$ cat config.mk
export PLATFORM = sky130hd
export DESIGN_NAME = ignition_interlock_controller_unit
export DESIGN_NICKNAME = d
export VERILOG_FILES = /design/src/hdl/iic_pkg.sv /design/src/hdl/ignition_interlock_controller_unit.sv
export SDC_FILE = /design/constraint.sdc
export NUM_CORES = 1
export LEC_CHECK = 0
export BUFFER_PORTS_ARGS = -buffer_cell sky130_fd_sc_hd__buf_2
export CAP_MARGIN = 20
export CORE_MARGIN = 4
export CORE_UTILIZATION = 60
export CTS_CLUSTER_SIZE = 10
export DETAILED_ROUTE_END_ITERATION = 8
export GPL_ROUTABILITY_DRIVEN = 0
export PLACE_DENSITY = 0.81
export SETUP_SLACK_MARGIN = 0.3
export SYNTH_ARGS = -nofsm -noshare
export SYNTH_HDL_FRONTEND = slang
export SYNTH_SLANG_ARGS = --single-unit
export TNS_END_PERCENT = 50
$ cat constraint.sdc
create_clock -name clk -period 5.05 [get_ports clk]
set_input_delay 0.2525 -clock clk [delete_from_list [all_inputs] [get_ports clk]]
set_output_delay 0.2525 -clock clk [all_outputs]
set_load 0.01 [all_outputs]
$ cat src/hdl/iic_pkg.sv
// Ignition interlock controller: shared codes and constants.
// No dependencies; used by the top level.
`timescale 1ns / 1ps
`default_nettype none

package iic_pkg;

	// Width of the limit registers on the configuration port
	localparam int unsigned CFG_W = 20;

	// Event codes on the request channel
	typedef enum logic [1:0] {
		OP_TICK       = 2'd0,
		OP_HELMET     = 2'd1,
		OP_CONNECT    = 2'd2,
		OP_DISCONNECT = 2'd3
	} opcode_t;

	// Decoded helmet status
	typedef enum logic [1:0] {
		HELMET_SECURE    = 2'd0,
		HELMET_NOT_WORN  = 2'd1,
		HELMET_UNBUCKLED = 2'd2,
		HELMET_UNKNOWN   = 2'd3
	} helmet_code_t;

	// Limit register indexes
	typedef enum logic [1:0] {
		REG_SHORT_WARN = 2'd0,
		REG_LONG_WARN  = 2'd1,
		REG_GRACE      = 2'd2,
		REG_HIBERNATE  = 2'd3
	} reg_index_t;

	// Limit register reset values, in ticks
	localparam logic [CFG_W-1:0] SHORT_WARN_RST = 20'd15000;
	localparam logic [CFG_W-1:0] LONG_WARN_RST  = 20'd60000;
	localparam logic [CFG_W-1:0] GRACE_RST      = 20'd60000;
	localparam logic [CFG_W-1:0] HIBERNATE_RST  = 20'd80000;

endpackage

`default_nettype wire

$ cat src/hdl/ignition_interlock_controller_unit.sv
// Ignition interlock controller: top level.
// Depends on iic_pkg (codes, register reset values).
`timescale 1ns / 1ps
`default_nettype none

// Usage
//  Request channel (in_valid / in_stall): one event per request, either a
//  tick with stand, motion and starter samples, a helmet message, a link
//  connect or a link disconnect. Result channel (res_valid / res_stall):
//  one result per request with ignition, buzzer, link, sleep and timer
//  flags after that event.
//  Configuration channel (cfg_valid / cfg_ready / cfg_index / cfg_data):
//  writes the four tick limits; always ready, write only while idle.
//  A request taken sits in the input register, and its result is loaded
//  from there into the result register once that register is free.
//  Throughput: one request per cycle while the receiver does not stall,
//  set by the single state update between input and result register.
//  When the receiver stalls, the result register holds; the input register
//  still takes one more request, after which in_stall rises until the
//  result is taken. Reset clears all state flags and timers, loads the default
//  limits and empties both registers; no further start-up delay.
module ignition_interlock_controller_unit #(
	parameter int unsigned TIMER_BITS = 20
) (
	input  wire logic                     clk,
	input  wire logic                     arst_n,
	// request channel
	input  wire logic                     in_valid,
	output logic                          in_stall,
	input  wire logic [1:0]               opcode,
	input  wire logic                     stand_up,
	input  wire logic                     riding,
	input  wire logic                     starter_on,
	input  wire logic [1:0]               helmet_code,
	// result channel
	output logic                          res_valid,
	input  wire logic                     res_stall,
	output logic                          ignition_on,
	output logic                          buzzer_on,
	output logic                          link_up,
	output logic                          sleep_request,
	output logic                          warning_active,
	output logic                          grace_active,
	// configuration channel
	input  wire logic                     cfg_valid,
	output logic                          cfg_ready,
	input  wire logic [1:0]               cfg_index,
	input  wire logic [iic_pkg::CFG_W-1:0] cfg_data
);

	localparam int unsigned CMP_W = (TIMER_BITS > iic_pkg::CFG_W) ? TIMER_BITS
		: iic_pkg::CFG_W;
	localparam logic [TIMER_BITS-1:0] CNT_MAX = {TIMER_BITS{1'b1}};

	// saturating increment
	function automatic logic [TIMER_BITS-1:0] bump(input logic [TIMER_BITS-1:0] c);
		bump = (c == CNT_MAX) ? c : c + 1'b1;
	endfunction

	// count >= limit, limit clamped to the counter maximum
	function automatic logic reached(input logic [TIMER_BITS-1:0] c,
		input logic [iic_pkg::CFG_W-1:0] limit);
		logic [CMP_W-1:0] c_ext;
		logic [CMP_W-1:0] l_ext;
		logic [CMP_W-1:0] m_ext;
		c_ext = CMP_W'(c);
		l_ext = CMP_W'(limit);
		m_ext = CMP_W'(CNT_MAX);
		if (l_ext > m_ext) begin
			l_ext = m_ext;
		end
		reached = (c_ext >= l_ext);
	endfunction

	// limit registers
	logic [iic_pkg::CFG_W-1:0] short_warn_q, long_warn_q, grace_lim_q, hibernate_q;

	// controller state
	logic                  link_q, secure_q, worn_q, ign_q, buz_q;
	logic                  warn_run_q, grace_run_q, soff_run_q;
	logic [TIMER_BITS-1:0] warn_cnt_q, grace_cnt_q, soff_cnt_q;

	// input register
	logic       valid_s1;
	logic [1:0] opcode_s1;
	logic       stand_s1, riding_s1, starter_s1;
	logic [1:0] helmet_s1;

	// handshake
	logic res_load, in_take;

	assign cfg_ready = 1'b1;
	assign res_load  = valid_s1 && (!res_valid || !res_stall);
	assign in_stall  = valid_s1 && !res_load;
	assign in_take   = in_valid && !in_stall;

	// configuration writes
	always_ff @(posedge clk or negedge arst_n) begin
		if (!arst_n) begin
			short_warn_q <= iic_pkg::SHORT_WARN_RST;
			long_warn_q  <= iic_pkg::LONG_WARN_RST;
			grace_lim_q  <= iic_pkg::GRACE_RST;
			hibernate_q  <= iic_pkg::HIBERNATE_RST;
		end else if (cfg_valid && cfg_ready) begin
			case (iic_pkg::reg_index_t'(cfg_index))
				iic_pkg::REG_SHORT_WARN: short_warn_q <= cfg_data;
				iic_pkg::REG_LONG_WARN:  long_warn_q  <= cfg_data;
				iic_pkg::REG_GRACE:      grace_lim_q  <= cfg_data;
				iic_pkg::REG_HIBERNATE:  hibernate_q  <= cfg_data;
				default: ;
			endcase
		end
	end

	// input register
	always_ff @(posedge clk or negedge arst_n) begin
		if (!arst_n) begin
			valid_s1 <= 1'b0;
		end else if (in_take) begin
			valid_s1 <= 1'b1;
		end else if (res_load) begin
			valid_s1 <= 1'b0;
		end
	end

	always_ff @(posedge clk) begin
		if (in_take) begin
			opcode_s1  <= opcode;
			stand_s1   <= stand_up;
			riding_s1  <= riding;
			starter_s1 <= starter_on;
			helmet_s1  <= helmet_code;
		end
	end

	// next state of one event
	logic                  link_d, secure_d, worn_d, ign_d, buz_d;
	logic                  warn_run_d, grace_run_d, soff_run_d, sleep_d;
	logic [TIMER_BITS-1:0] warn_cnt_d, grace_cnt_d, soff_cnt_d;

	always_comb begin
		logic done;
		done        = 1'b0;
		link_d      = link_q;
		secure_d    = secure_q;
		worn_d      = worn_q;
		ign_d       = ign_q;
		buz_d       = buz_q;
		warn_run_d  = warn_run_q;
		warn_cnt_d  = warn_cnt_q;
		grace_run_d = grace_run_q;
		grace_cnt_d = grace_cnt_q;
		soff_run_d  = soff_run_q;
		soff_cnt_d  = soff_cnt_q;
		sleep_d     = 1'b0;
		case (iic_pkg::opcode_t'(opcode_s1))
			iic_pkg::OP_TICK: begin
				// hibernation timer
				if (!starter_s1) begin
					if (!soff_run_q) begin
						soff_run_d = 1'b1;
						soff_cnt_d = '0;
					end else begin
						soff_cnt_d = bump(soff_cnt_q);
						if (reached(soff_cnt_d, hibernate_q)) begin
							done        = 1'b1;
							sleep_d     = 1'b1;
							link_d      = 1'b0;
							secure_d    = 1'b0;
							worn_d      = 1'b0;
							ign_d       = 1'b0;
							buz_d       = 1'b0;
							warn_run_d  = 1'b0;
							warn_cnt_d  = '0;
							grace_run_d = 1'b0;
							grace_cnt_d = '0;
							soff_run_d  = 1'b0;
							soff_cnt_d  = '0;
						end
					end
				end else begin
					soff_run_d = 1'b0;
					soff_cnt_d = '0;
				end
				if (!done) begin
					if (!link_q && grace_run_q) begin
						// disconnect grace period
						grace_cnt_d = bump(grace_cnt_q);
						if (reached(grace_cnt_d, grace_lim_q)) begin
							ign_d       = 1'b0;
							buz_d       = 1'b0;
							grace_run_d = 1'b0;
							grace_cnt_d = '0;
						end
					end else if (link_q) begin
						// safety logic
						if (stand_s1 && secure_q) begin
							ign_d      = 1'b1;
							buz_d      = 1'b0;
							warn_run_d = 1'b0;
							warn_cnt_d = '0;
						end else if (!stand_s1 && !riding_s1 && worn_q) begin
							if (!warn_run_q) begin
								ign_d      = 1'b0;
								warn_run_d = 1'b1;
								warn_cnt_d = '0;
							end else begin
								warn_cnt_d = bump(warn_cnt_q);
							end
							buz_d = 1'b1;
							if (reached(warn_cnt_d, long_warn_q)) begin
								buz_d      = 1'b0;
								warn_run_d = 1'b0;
								warn_cnt_d = '0;
							end
						end else if (riding_s1 && (!stand_s1 || !secure_q)) begin
							if (!warn_run_q) begin
								warn_run_d = 1'b1;
								warn_cnt_d = '0;
							end else begin
								warn_cnt_d = bump(warn_cnt_q);
							end
							if (reached(warn_cnt_d, short_warn_q)) begin
								ign_d      = 1'b0;
								warn_run_d = 1'b0;
								warn_cnt_d = '0;
							end
						end else begin
							ign_d      = 1'b0;
							buz_d      = 1'b0;
							warn_run_d = 1'b0;
							warn_cnt_d = '0;
						end
					end
				end
			end
			iic_pkg::OP_HELMET: begin
				secure_d = (helmet_s1 == iic_pkg::HELMET_SECURE);
				worn_d   = (helmet_s1 == iic_pkg::HELMET_SECURE)
					|| (helmet_s1 == iic_pkg::HELMET_UNBUCKLED);
			end
			iic_pkg::OP_CONNECT: begin
				link_d      = 1'b1;
				grace_run_d = 1'b0;
				grace_cnt_d = '0;
			end
			iic_pkg::OP_DISCONNECT: begin
				link_d      = 1'b0;
				grace_cnt_d = '0;
				if (ign_q) begin
					grace_run_d = 1'b1;
				end else begin
					grace_run_d = 1'b0;
					buz_d       = 1'b0;
					secure_d    = 1'b0;
					worn_d      = 1'b0;
				end
			end
			default: ;
		endcase
	end

	// state update, committed as the result is loaded
	always_ff @(posedge clk or negedge arst_n) begin
		if (!arst_n) begin
			link_q      <= 1'b0;
			secure_q    <= 1'b0;
			worn_q      <= 1'b0;
			ign_q       <= 1'b0;
			buz_q       <= 1'b0;
			warn_run_q  <= 1'b0;
			warn_cnt_q  <= '0;
			grace_run_q <= 1'b0;
			grace_cnt_q <= '0;
			soff_run_q  <= 1'b0;
			soff_cnt_q  <= '0;
		end else if (res_load) begin
			link_q      <= link_d;
			secure_q    <= secure_d;
			worn_q      <= worn_d;
			ign_q       <= ign_d;
			buz_q       <= buz_d;
			warn_run_q  <= warn_run_d;
			warn_cnt_q  <= warn_cnt_d;
			grace_run_q <= grace_run_d;
			grace_cnt_q <= grace_cnt_d;
			soff_run_q  <= soff_run_d;
			soff_cnt_q  <= soff_cnt_d;
		end
	end

	// result register
	always_ff @(posedge clk or negedge arst_n) begin
		if (!arst_n) begin
			res_valid <= 1'b0;
		end else if (res_load) begin
			res_valid <= 1'b1;
		end else if (!res_stall) begin
			res_valid <= 1'b0;
		end
	end

	always_ff @(posedge clk) begin
		if (res_load) begin
			ignition_on    <= ign_d;
			buzzer_on      <= buz_d;
			link_up        <= link_d;
			sleep_request  <= sleep_d;
			warning_active <= warn_run_d;
			grace_active   <= grace_run_d;
		end
	end

endmodule

`default_nettype wire

# After elaboration in Yosys (flattened, before gate mapping)
# Index checks and enable logic that the tools add are counted.
# op_classes
add_sub_neg	3
n_reduce_logical	33
muxes	129
n_eq_ne	15
bitwise	0
n_div	0
shift	0
n_lt_le_gt_ge	8
n_mul	0
# ops
op	count
2-to-1 mux 20 bit	60
>= comparator 20 bit	4
greater-than comparator 20 bit (second input constant)	4
2-to-1 mux 1 bit	63
adder 20 x 1 -> 20 bit (second input constant)	3
equality test 20 bit (second input constant)	3
case mux 20 bit (2 select lines)	1
case mux 1 bit (3 select lines)	4
AND reduction 2 bit	6
equality test 2 bit (second input constant)	5
logical AND 1 bit	8
logical NOT 1 bit	8
inequality test 2 bit (second input constant)	4
logical NOT 2 bit	3
AND reduction 6 bit	1
equality test 2 x 1 -> 1 bit (second input constant)	2
nonzero test 2 bit	2
logical OR 1 bit	3
nonzero test 3 bit	1
inequality test 2 x 1 -> 1 bit (second input constant)	1
case mux 1 bit (2 select lines)	1
OR reduction 2 bit	1
# totals
latchBits	0
memories	0
register_bits	163
mem_bits_rw	0
romBits	0
input_bits	34

# Depth between registers and ports, before layout
# Gate-level depths: netlist of the first run.
# logic_depth
ltp_word	21
mapped_depth	19
ltp_nobuf	15

# Least setup slack after synthesis of the first run
# OpenSTA, ideal clock, no wires.
# synth_path
path_type	flip-flop to flip-flop
from	register soff_cnt_q[6]
to	register grace_cnt_q[18]
slack_ns	0.865
arrival_ns	4.119
stages_incl_launch_ff	20
period_less_slack_ns	4.185
cell_sequence	dfrtp_1 -> buf_2 -> nand4_1 -> or3_1 -> buf_2 -> or4_4 -> buf_6 -> nand3_1 -> or3_1 -> xnor2_1 -> ha_1 -> a21o_1 -> a21oi_1 -> and4b_1 -> o21ai_1 -> a211oi_2 -> and3_1 -> buf_2 -> buf_4 -> a22o_1
# synth_between
elab_chain_len	9
word_cells_on_any_way	14
# synth_lines
item	line	text
from (decl)	ignition_interlock_controller_unit.sv:81	logic [TIMER_BITS-1:0] warn_cnt_q, grace_cnt_q, soff_cnt_q;
from (signal assigned)	ignition_interlock_controller_unit.sv:288	soff_cnt_q <= soff_cnt_d;
adder 20 x 1 -> 20 bit or equality test 20 bit (tied branches)	ignition_interlock_controller_unit.sv:57	bump = (c == CNT_MAX) ? c : c + 1'b1;
2-to-1 mux 20 bit *	ignition_interlock_controller_unit.sv:57	
>= comparator 20 bit *	ignition_interlock_controller_unit.sv:72	reached = (c_ext >= l_ext);
2-to-1 mux 20 bit or 2-to-1 mux 1 bit (tied branches)	ignition_interlock_controller_unit.sv:165	if (reached(soff_cnt_d, hibernate_q)) begin
2-to-1 mux 20 bit or 2-to-1 mux 1 bit (tied branches)	ignition_interlock_controller_unit.sv:160	if (!soff_run_q) begin
2-to-1 mux 20 bit or 2-to-1 mux 1 bit (tied branches)	ignition_interlock_controller_unit.sv:159	if (!starter_s1) begin
2-to-1 mux 20 bit or 2-to-1 mux 1 bit (tied branches)	ignition_interlock_controller_unit.sv:186, ignition_interlock_controller_unit.sv:156	
2-to-1 mux 20 bit *	ignition_interlock_controller_unit.sv:185	if (!done) begin
case mux 20 bit (2 select lines) *	ignition_interlock_controller_unit.sv:156	case (iic_pkg::opcode_t'(opcode_s1))
to (signal assigned)	ignition_interlock_controller_unit.sv:286	grace_cnt_q <= grace_cnt_d;
to (decl)	ignition_interlock_controller_unit.sv:81	
# Mark *: on every way between the ends. The rest lies on a longest branch, timed or not. The select of a mux whose other input is x is not followed.
# A chain may end at the register's enable or synchronous reset.

# Worst setup path in the final report of the first run
# layout_path
from	register soff_cnt_q[6]
to	register worn_q
# layout_between
elab_chain_len	5
word_cells_on_any_way	6
# layout_lines
item	line	text
adder 20 x 1 -> 20 bit or equality test 20 bit (tied branches)	ignition_interlock_controller_unit.sv:57	
2-to-1 mux 20 bit *	ignition_interlock_controller_unit.sv:57	
>= comparator 20 bit *	ignition_interlock_controller_unit.sv:72	
inequality test 2 bit (no line) *	-	
AND reduction 6 bit (no line) *	-	
to (signal assigned)	ignition_interlock_controller_unit.sv:280	worn_q <= worn_d;
to (decl)	ignition_interlock_controller_unit.sv:79	logic link_q, secure_q, worn_q, ign_q, buz_q;
# Mark *: on every way between the ends. The rest lies on a longest branch, timed or not.

==> results of run 1 <==
-- layer usage --
| metal | wire length (um) | vias up |
|---|---|---|
| li1 | - | 3621 |
| met1 | 9990 | 3715 |
| met2 | 10800 | 189 |
| met3 | 1050 | 35 |
| met4 | 498 | 0 |
| met5 | 0 | - |
-- power groups by stage --
stage	clock (mW)	combinational [mW]	sequential [mW]
3_3_place_gp	0	0.624	1.64
6_report	1.25	0.657	1.63
5_1_grt	1.32	0.754	1.65
2_1_floorplan	0	0.468	1.62
4_1_cts	1.26	0.659	1.63
3_5_place_dp	0	0.650	1.65
-- placed cells by master (no fill, tap or decap), types with 3 or more instances in the layout --
master | synthesis | routed
clkinv_2 | 0 | 5
nor3_1 | 13 | 13
clkbuf_16 | 0 | 17
nand3_1 | 36 | 36
or3_1 | 9 | 9
and3_1 | 20 | 20
a21oi_1 | 39 | 39
o21ai_0 | 53 | 52
nor2_1 | 39 | 39
and2_1 | 5 | 5
nor2b_1 | 7 | 7
dfrtp_1 | 124 | 124
o21ai_1 | 6 | 6
nor4_1 | 3 | 3
buf_4 | 2 | 11
o211ai_1 | 14 | 14
a32o_1 | 19 | 19
inv_1 | 99 | 99
a31oi_1 | 7 | 7
nand4_1 | 19 | 19
nand2b_1 | 12 | 12
mux2_2 | 64 | 64
nor3b_1 | 6 | 5
ha_1 | 87 | 87
a22o_1 | 21 | 21
dfstp_2 | 26 | 26
a211oi_1 | 9 | 9
nand2_1 | 70 | 70
xnor2_1 | 26 | 26
and4_1 | 11 | 10
o21a_1 | 9 | 9
a21o_1 | 14 | 13
edfxtp_1 | 13 | 13
buf_2 | 8 | 40
dlygate4sd3_1 | 0 | 8
xor2_1 | 19 | 19
nand3b_1 | 3 | 3
-- logic make-up (layout without fill, tap and decap cells) --
family	after synthesis	after routing	synth area share, %
AO/OA/AOI/OAI	216	216	15.0
XOR/XNOR	45	45	4.01
adder cells (fa/ha/maj)	87	87	11.1
buffers and inverters	137	191	5.48
flip-flops	163	163	42.5
multiplexers	68	68	7.76
other	1	1	0.0381
AND/OR/NAND/NOR	264	264	14.2
-- worst register-to-register path, cell delays in order (launching register included) --
cell and delay (ns):
dfrtp_1 0.46, nand4_1 0.17, or3_1 0.48, or4_4 0.61
and4_4 0.24, nand3_1 0.13, xnor2_1 0.10, ha_1 0.30
nand4_1 0.10, o311a_1 0.33, o21ai_2 0.44, a21oi_1 0.26
or3_1 0.47, mux2_1 0.33
-- what timing repair did --
item                                    in CTS  in global routing
resized for setup                            1                  4
gates cloned                                 0                  0
endpoints found under the hold margin       86                  0
hold buffers                                 8                  0
endpoints found under the setup margin      35                 46
-- state kept, by name (all words and copies together) (netlist names), 2 cells and up --
name and flops:
grace_cnt_q 20, grace_lim_q 20, helmet_s1 2, hibernate_q 20, long_warn_q 20, opcode_s1 2, short_warn_q 20, soff_cnt_q 20
warn_cnt_q 20
-- final timing paths --
path / start / cells after the start / to / slack (ns)
max: soff_cnt_q[6] / 13 / worn_q / 0.52
min: in_valid / 2 / valid_s1 / 0.02
max reg2reg: soff_cnt_q[6] / 13 / worn_q / 0.52
min reg2reg: soff_cnt_q[10] / 1 / soff_cnt_q[10] / 0.49
max in group asynchronous: arst_n / 3 / soff_cnt_q[6] / 3.28
min in group asynchronous: arst_n / 2 / grace_cnt_q[15] / 0.45
-- area by class of cell --
type / count / share of cell area (%)
Multi-Input combinational cell: 681 / 47.2
Inverter: 99 / 3.41
Timing Repair Buffer: 60 / 3.43
Clock inverter: 12 / 0.965
Tap cell: 216 / 2.48
Sequential cell: 163 / 38.3
Clock buffer: 20 / 4.19
==> summary.txt, run 1 <==
Finish
  • Layout Utilization: between 60% and 70%
  • Post-route insts no fill: 1251
  • Fillers: ~1300
  • Area of the multi-input gates: 0.00514 mm2
  • Reg area: 0.00418 mm2
  • Layout cells sized above 1: roughly 18%
  • Number of diodes: 0
  • Nets: roughly 1100
  • Final Cell Area: 0.0109 mm2
  • Area Overhead vs Synth: 10.8%

Worst hold path
  • Hold Crit Class: input pin to flip-flop

Timing
  • Final setup fails: 0
  • RSZ-0062 raised after global routing: true
  • Worst Tran Pin Value: roughly 1.1 ns
  • Clock skew: ~0.0079 ns
  • Min Tclk post-route: between 4 and 5 ns
  • Rel. slew slack: 24.0%
  • Final period util: between 80% and 90%
  • Final hold violation count: 0
  • FMAX: about 0.22 GHz
  • Final WS setup: between 0.5 and 0.6 ns
  • Final setup TNS: 0 ns
  • Worst hold slack: about 0.023 ns
  • Max-slew violation count: 0

Logic synthesis
  • Synthesized Nets: between 1000 and 1500
  • Top FF cell, synth: dfrtp_1
  • Top-count cell post-synth: dfrtp_1
  • Seq/Total Area, Yosys: roughly 42%
  • Count of cell types in the netlist: 68
  • Synth cell count leaders: 124 x dfrtp_1, 99 x inv_1, 87 x ha_1, 70 x nand2_1, 64 x mux2_2
  • Mean Syn Cell Area: approximately 10 um2
  • Post-synth ARST share: between 90% and 100%
  • Post-synth EDFFs: 13
  • Top cell type's share of synthesized area: 31.5%
  • Dominant cells by area after synthesis: dfrtp_1 32%, ha_1 11%, mux2_2 7.3%
  • Yosys reg bits: between 150 and 200
  • Warnings, synthesis: 0
  • Area leader, netlist: dfrtp_1
  • Post-synthesis cell count: around 980
  • Area of the mapped netlist: 0.00984 mm2

Clock tree
  • Clock transition at path regs: about 0.060 ns
  • Clk Latency, worst-skew pair: 0.43 ns
  • TritonCTS clock tree: done
  • Root Buffer: clkbuf_16
  • Clk buf depth: 2
  • Number of CTS-inserted buffers: 17
  • Setup bufs post-CTS: 0
  • H-tree lvl count: 4
  • Clock Sinks: about 160

Pwr
  • Lkg Pwr: ~5.1 nW
  • Sw power: approximately 1.0 mW
  • PwrDens: 324 mW/mm2
  • P_int: 2.51 mW
  • Power Total: 3.53 mW
  • Seq pwr share: 46.1%
  • Peak VDD IR: roughly 0.00027 V
  • Clock network fraction of total power: about a third
  • Sw Ratio: 29.0%
  • Combinational Power Share: 18.6%

Global route
  • Grt ovf: 0
  • First-pass GRT wire length: about 37000 um
  • Busiest layer in global routing: met2
  • Largest net degree at the start of global routing: slightly below 100
  • Global routing usage on met2: between 40% and 50%
  • Vias in the first global route: approximately 7600
  • Global routing usage on met1: around 34%
  • Met3 Usage GRT: 4.48%
  • GRT Util Overall: 25.6%
  • Initial antenna violation count: 0

Status
  • Run status: finished clean

Detailed routing
  • DRC: 0
  • Post-DR vias/cell: ~6.0
  • Vias: about 7600
  • First DRT Iteration DRCs: roughly 570
  • First-pass iteration count of the detailed router: 5
  • Aggregate routed wire length: about 22000 um
  • Post-route ant nets: 0
  • DR WL/cell: between 15 and 20 um

Critical path
  • Max FO, Critical Path: 9
  • CP top delay family: simple AND/OR/NAND/NOR gates
  • WS Path Type: flip-flop to flip-flop
  • CP arrival: about 4.8 ns
  • CP endpoint kind: flip-flop
  • CP Buf/Inv Count: 0
  • Slowest cell on the critical path: or4_4
  • CP required: about 5.4 ns
  • CP cell instances: nand4_1 -> or3_1 -> or4_4 -> and4_4 -> nand3_1 -> xnor2_1 -> ha_1 -> nand4_1 -> o311a_1 -> o21ai_2 -> a21oi_1 -> or3_1 -> mux2_1
  • Worst path max stage delay: between 0.6 and 0.7 ns
  • Setup crit start kind: flip-flop

Placed design
  • # placed instances: about 1200
  • PortBufs: a little over 40
  • Pre-CTS WS: ~0.21 ns
  • Placed Area: a little over 0.01 mm2
  • Post-DP HPWL: between 15000 and 20000 um

Die
  • Initial core utilization: slightly above 60%
  • Die X: ~140 um
  • Rows: 46
  • Die area: about 0.019 mm2
  • Io pins: 43
  • DIE HEIGHT: between 100 and 150 um
  • Core Region: 0.0160 mm2

Job
  • Max Cap Viol: 0
No activity file was read; power rests on OpenSTA's default activity.
==> run 2, diff against run 1 <==
--- a/config.mk
+++ b/config.mk
@@ -5,6 +5,7 @@
 export SDC_FILE = /design/constraint.sdc
 export NUM_CORES = 1
 export LEC_CHECK = 0
+export ABC_AREA = 1
 export BUFFER_PORTS_ARGS = -buffer_cell sky130_fd_sc_hd__buf_2
 export CAP_MARGIN = 20
 export CORE_MARGIN = 4
==> run 2 against run 1 <==
Effect of this change:
- area after synthesis up 8.9%
- first-iteration DRC count up 77%
- register-to-register slack better by 0.34 ns
==> summary.txt, run 2 <==
Clock tree
  • Clock Sinks: ~160
  • Clk Latency, worst-skew pair: ~0.43 ns
  • Clk buf depth: 2
  • TritonCTS clock tree: done
  • Root Buffer: clkbuf_16
  • H-tree lvl count: 4
  • Clock transition at path regs: ~0.070 ns
  • Number of CTS-inserted buffers: 17

Detailed routing
  • Vias: a little under 10000
  • DRC: 0
  • Post-route ant nets: 0
  • Post-DR vias/cell: roughly 5.7
  • Aggregate routed wire length: roughly 28000 um
  • DR WL/cell: between 15 and 20 um
  • First DRT Iteration DRCs: 1017
  • First-pass iteration count of the detailed router: 7

Critical path
  • CP startpoint: soff_cnt_q[0]
  • Critical path capture point: grace_cnt_q[12]
  • Max FO, Critical Path: 12
  • CP required: approximately 5.4 ns
  • CP arrival: 4.52 ns
  • Setup crit start kind: flip-flop
  • Worst r2r src: soff_cnt_q[0]
  • Worst reg-to-reg path cell count: 24
  • CP endpoint kind: flip-flop
  • Reg-to-reg slack, setup: about 0.86 ns
  • R2R Path End: grace_cnt_q[12]
  • WS Path Type: flip-flop to flip-flop

Finish
  • Most common cell after layout, fill and taps aside: nand2_1
  • Reg area: around 0.0042 mm2
  • Final Cell Area: roughly 0.012 mm2
  • Area Overhead vs Synth: 9.83%
  • Nets: approximately 1600
  • Area of the multi-input gates: approximately 0.0055 mm2
  • Layout cells sized above 1: slightly below 10%
  • Fillers: roughly 1400
  • Number of diodes: 0
  • Commonest non-fill, non-tap cells in the layout: 426 x nand2_1, 228 x inv_1, 143 x o21ai_0, 124 x dfrtp_1, 87 x ha_1

Logic synthesis
  • Post-synth ARST share: 92.0%
  • Synthesized Nets: 1564
  • Count of cell types in the netlist: 52
  • Warnings, synthesis: 0
  • Dominant cells by area after synthesis: dfrtp_1 29%, nand2_1 15%, ha_1 10%
  • Post-synth EDFFs: 13
  • Area of the mapped netlist: 0.0107 mm2
  • Post-synthesis cell count: 1443
  • Top cell type's share of synthesized area: between 20 and 30%
  • Synth cell count leaders: 426 x nand2_1, 228 x inv_1, 143 x o21ai_0, 124 x dfrtp_1, 87 x ha_1
  • Top FF cell, synth: dfrtp_1
  • Mean Syn Cell Area: about 7.4 um2
  • Top-count cell post-synth: nand2_1
  • Seq/Total Area, Yosys: between 30% and 40%
  • Area leader, netlist: dfrtp_1
  • Yosys reg bits: between 150 and 200

Die
  • Io pins: 43
  • Die X: between 100 and 150 um
  • Initial core utilization: just over 60%
  • Core Region: 0.0174 mm2
  • Rows: 48
  • Die area: ~0.02 mm2
  • DIE HEIGHT: ~140 um

Timing
  • Min Tclk post-route: 4.19 ns
  • Final period util: a little over 80%
  • Rel. slew slack: 38.3%
  • Final setup TNS: 0 ns
  • Clock skew: around 0.0098 ns
  • Final setup fails: 0
  • Max-slew violation count: 0
  • Worst Tran Pin Value: 0.925 ns
  • FMAX: ~0.24 GHz
  • Final hold violation count: 0
  • RSZ-0062 raised after global routing: false
  • Final WS setup: ~0.86 ns

Global route
  • GRT Util Overall: 28.4%
  • Initial antenna violation count: 0
  • Vias in the first global route: 9758
  • First-pass GRT wire length: ~46000 um
  • Grt ovf: 0
  • Largest net degree at the start of global routing: 100

Placed design
  • Post-DP HPWL: a little under 20000 um
  • PortBufs: between 40 and 50
  • Placed Area: 0.0111 mm2
  • Pre-CTS WS: roughly 0.8 ns

Pwr
  • Lkg Pwr: approximately 6 nW
  • Peak VDD IR: between 0.0003 and 0.0004 V
  • PwrDens: 328 mW/mm2

Status
  • Run status: finished clean

Job
  • Max Cap Viol: 0

Worst hold path
  • Hold Crit Class: input pin to flip-flop
run 2: cell types whose count changed in the layout (fill, tap and decap cells not counted), sizes merged, moves of 23 or more:
cell,before,now
nand2,70,430
inv,101,234
o21ai,59,150
mux2,66,0
nor2,39,89
xnor2,26,3
run 2: cells by family after synthesis:
logic type / after synthesis / share of synthesized area, %
simple gates: 635 / 25.4
buf+inv: 277 / 9.93
compound gates: 242 / 12.3
flops: 163 / 39.0
fa+ha+maj: 87 / 10.2
xor+xnor: 38 / 3.18
other cells: 1 / 0.0350
run 2: how the worst min path moves through the flow:
stage	start	to	slack, ns	cells past startpoint
2_1_floorplan	arst_n	buz_q	-0.04	0
3_3_place_gp	arst_n	grace_cnt_q[13]	0.41	1
3_5_place_dp	arst_n	grace_cnt_q[15]	0.42	1
4_1_cts	starter_on	starter_s1	0.0000006	1
5_1_grt	opcode[0]	opcode_s1[0]	0.003	1
6_report	opcode[0]	opcode_s1[0]	0.006	1
run 2: metal layers:
layer / wire length [um] / GRT usage [%]
met5: 0 / 0
met4: 442 / 8.48
met3: 2320 / 5.73
met1: 11500 / 37.7
met2: 13200 / 47.1
run 2: worst max-delay path, stage by stage (launching register included):
cell and delay, ns:
dfrtp_1 0.38, ha_1 0.26, nand3_2 0.13, nor3_2 0.20
nand2_1 0.13, nor2_2 0.16, nand4_4 0.20, nand2_2 0.14
nor2_1 0.09, nand2_2 0.11, xor2_2 0.16, ha_1 0.26
nand2_1 0.09, inv_1 0.04, nand2_1 0.06, nand2_1 0.06
nand2_1 0.07, nand2_1 0.05, nand2_1 0.05, nand4_1 0.16
nand2_1 0.29, nand3_2 0.36, inv_2 0.30, o21ai_0 0.14
a22oi_1 0.19
run 2: metrics by stage:
step	util, %	instances	hold WS (ns)	power (mW)
floorplan	-	1443	-0.0431	2.23
global placement	63.7	1677	0.410	2.45
detailed placement	63.7	1677	0.416	2.50
CTS	67.4	1714	0.000000611	3.85
global route	67.6	1716	0.00252	4.07
finish	67.6	1716	0.00633	3.86
run 2: area by class of cell:
class	count	area share (%)
Clock buffer	22	3.94
Timing Repair Buffer	57	2.97
Tap cell	225	2.39
Inverter	236	7.54
Clock inverter	10	1.12
Sequential cell	163	35.5
Multi-Input combinational cell	1003	46.6
run 2: where the power goes:
group	internal, mW	switching (mW)	leakage [nW]
Clock	0.801	0.541	0.290
Sequential	1.51	0.138	2.03
Combinational	0.275	0.598	3.73
run 2: what timing repair did:
action,in CTS,in global routing
hold buffers,5,2
endpoints found under the setup margin,0,7
setup buffers,0,0
hold endpoints to repair,53,2
gates resized for setup,0,1
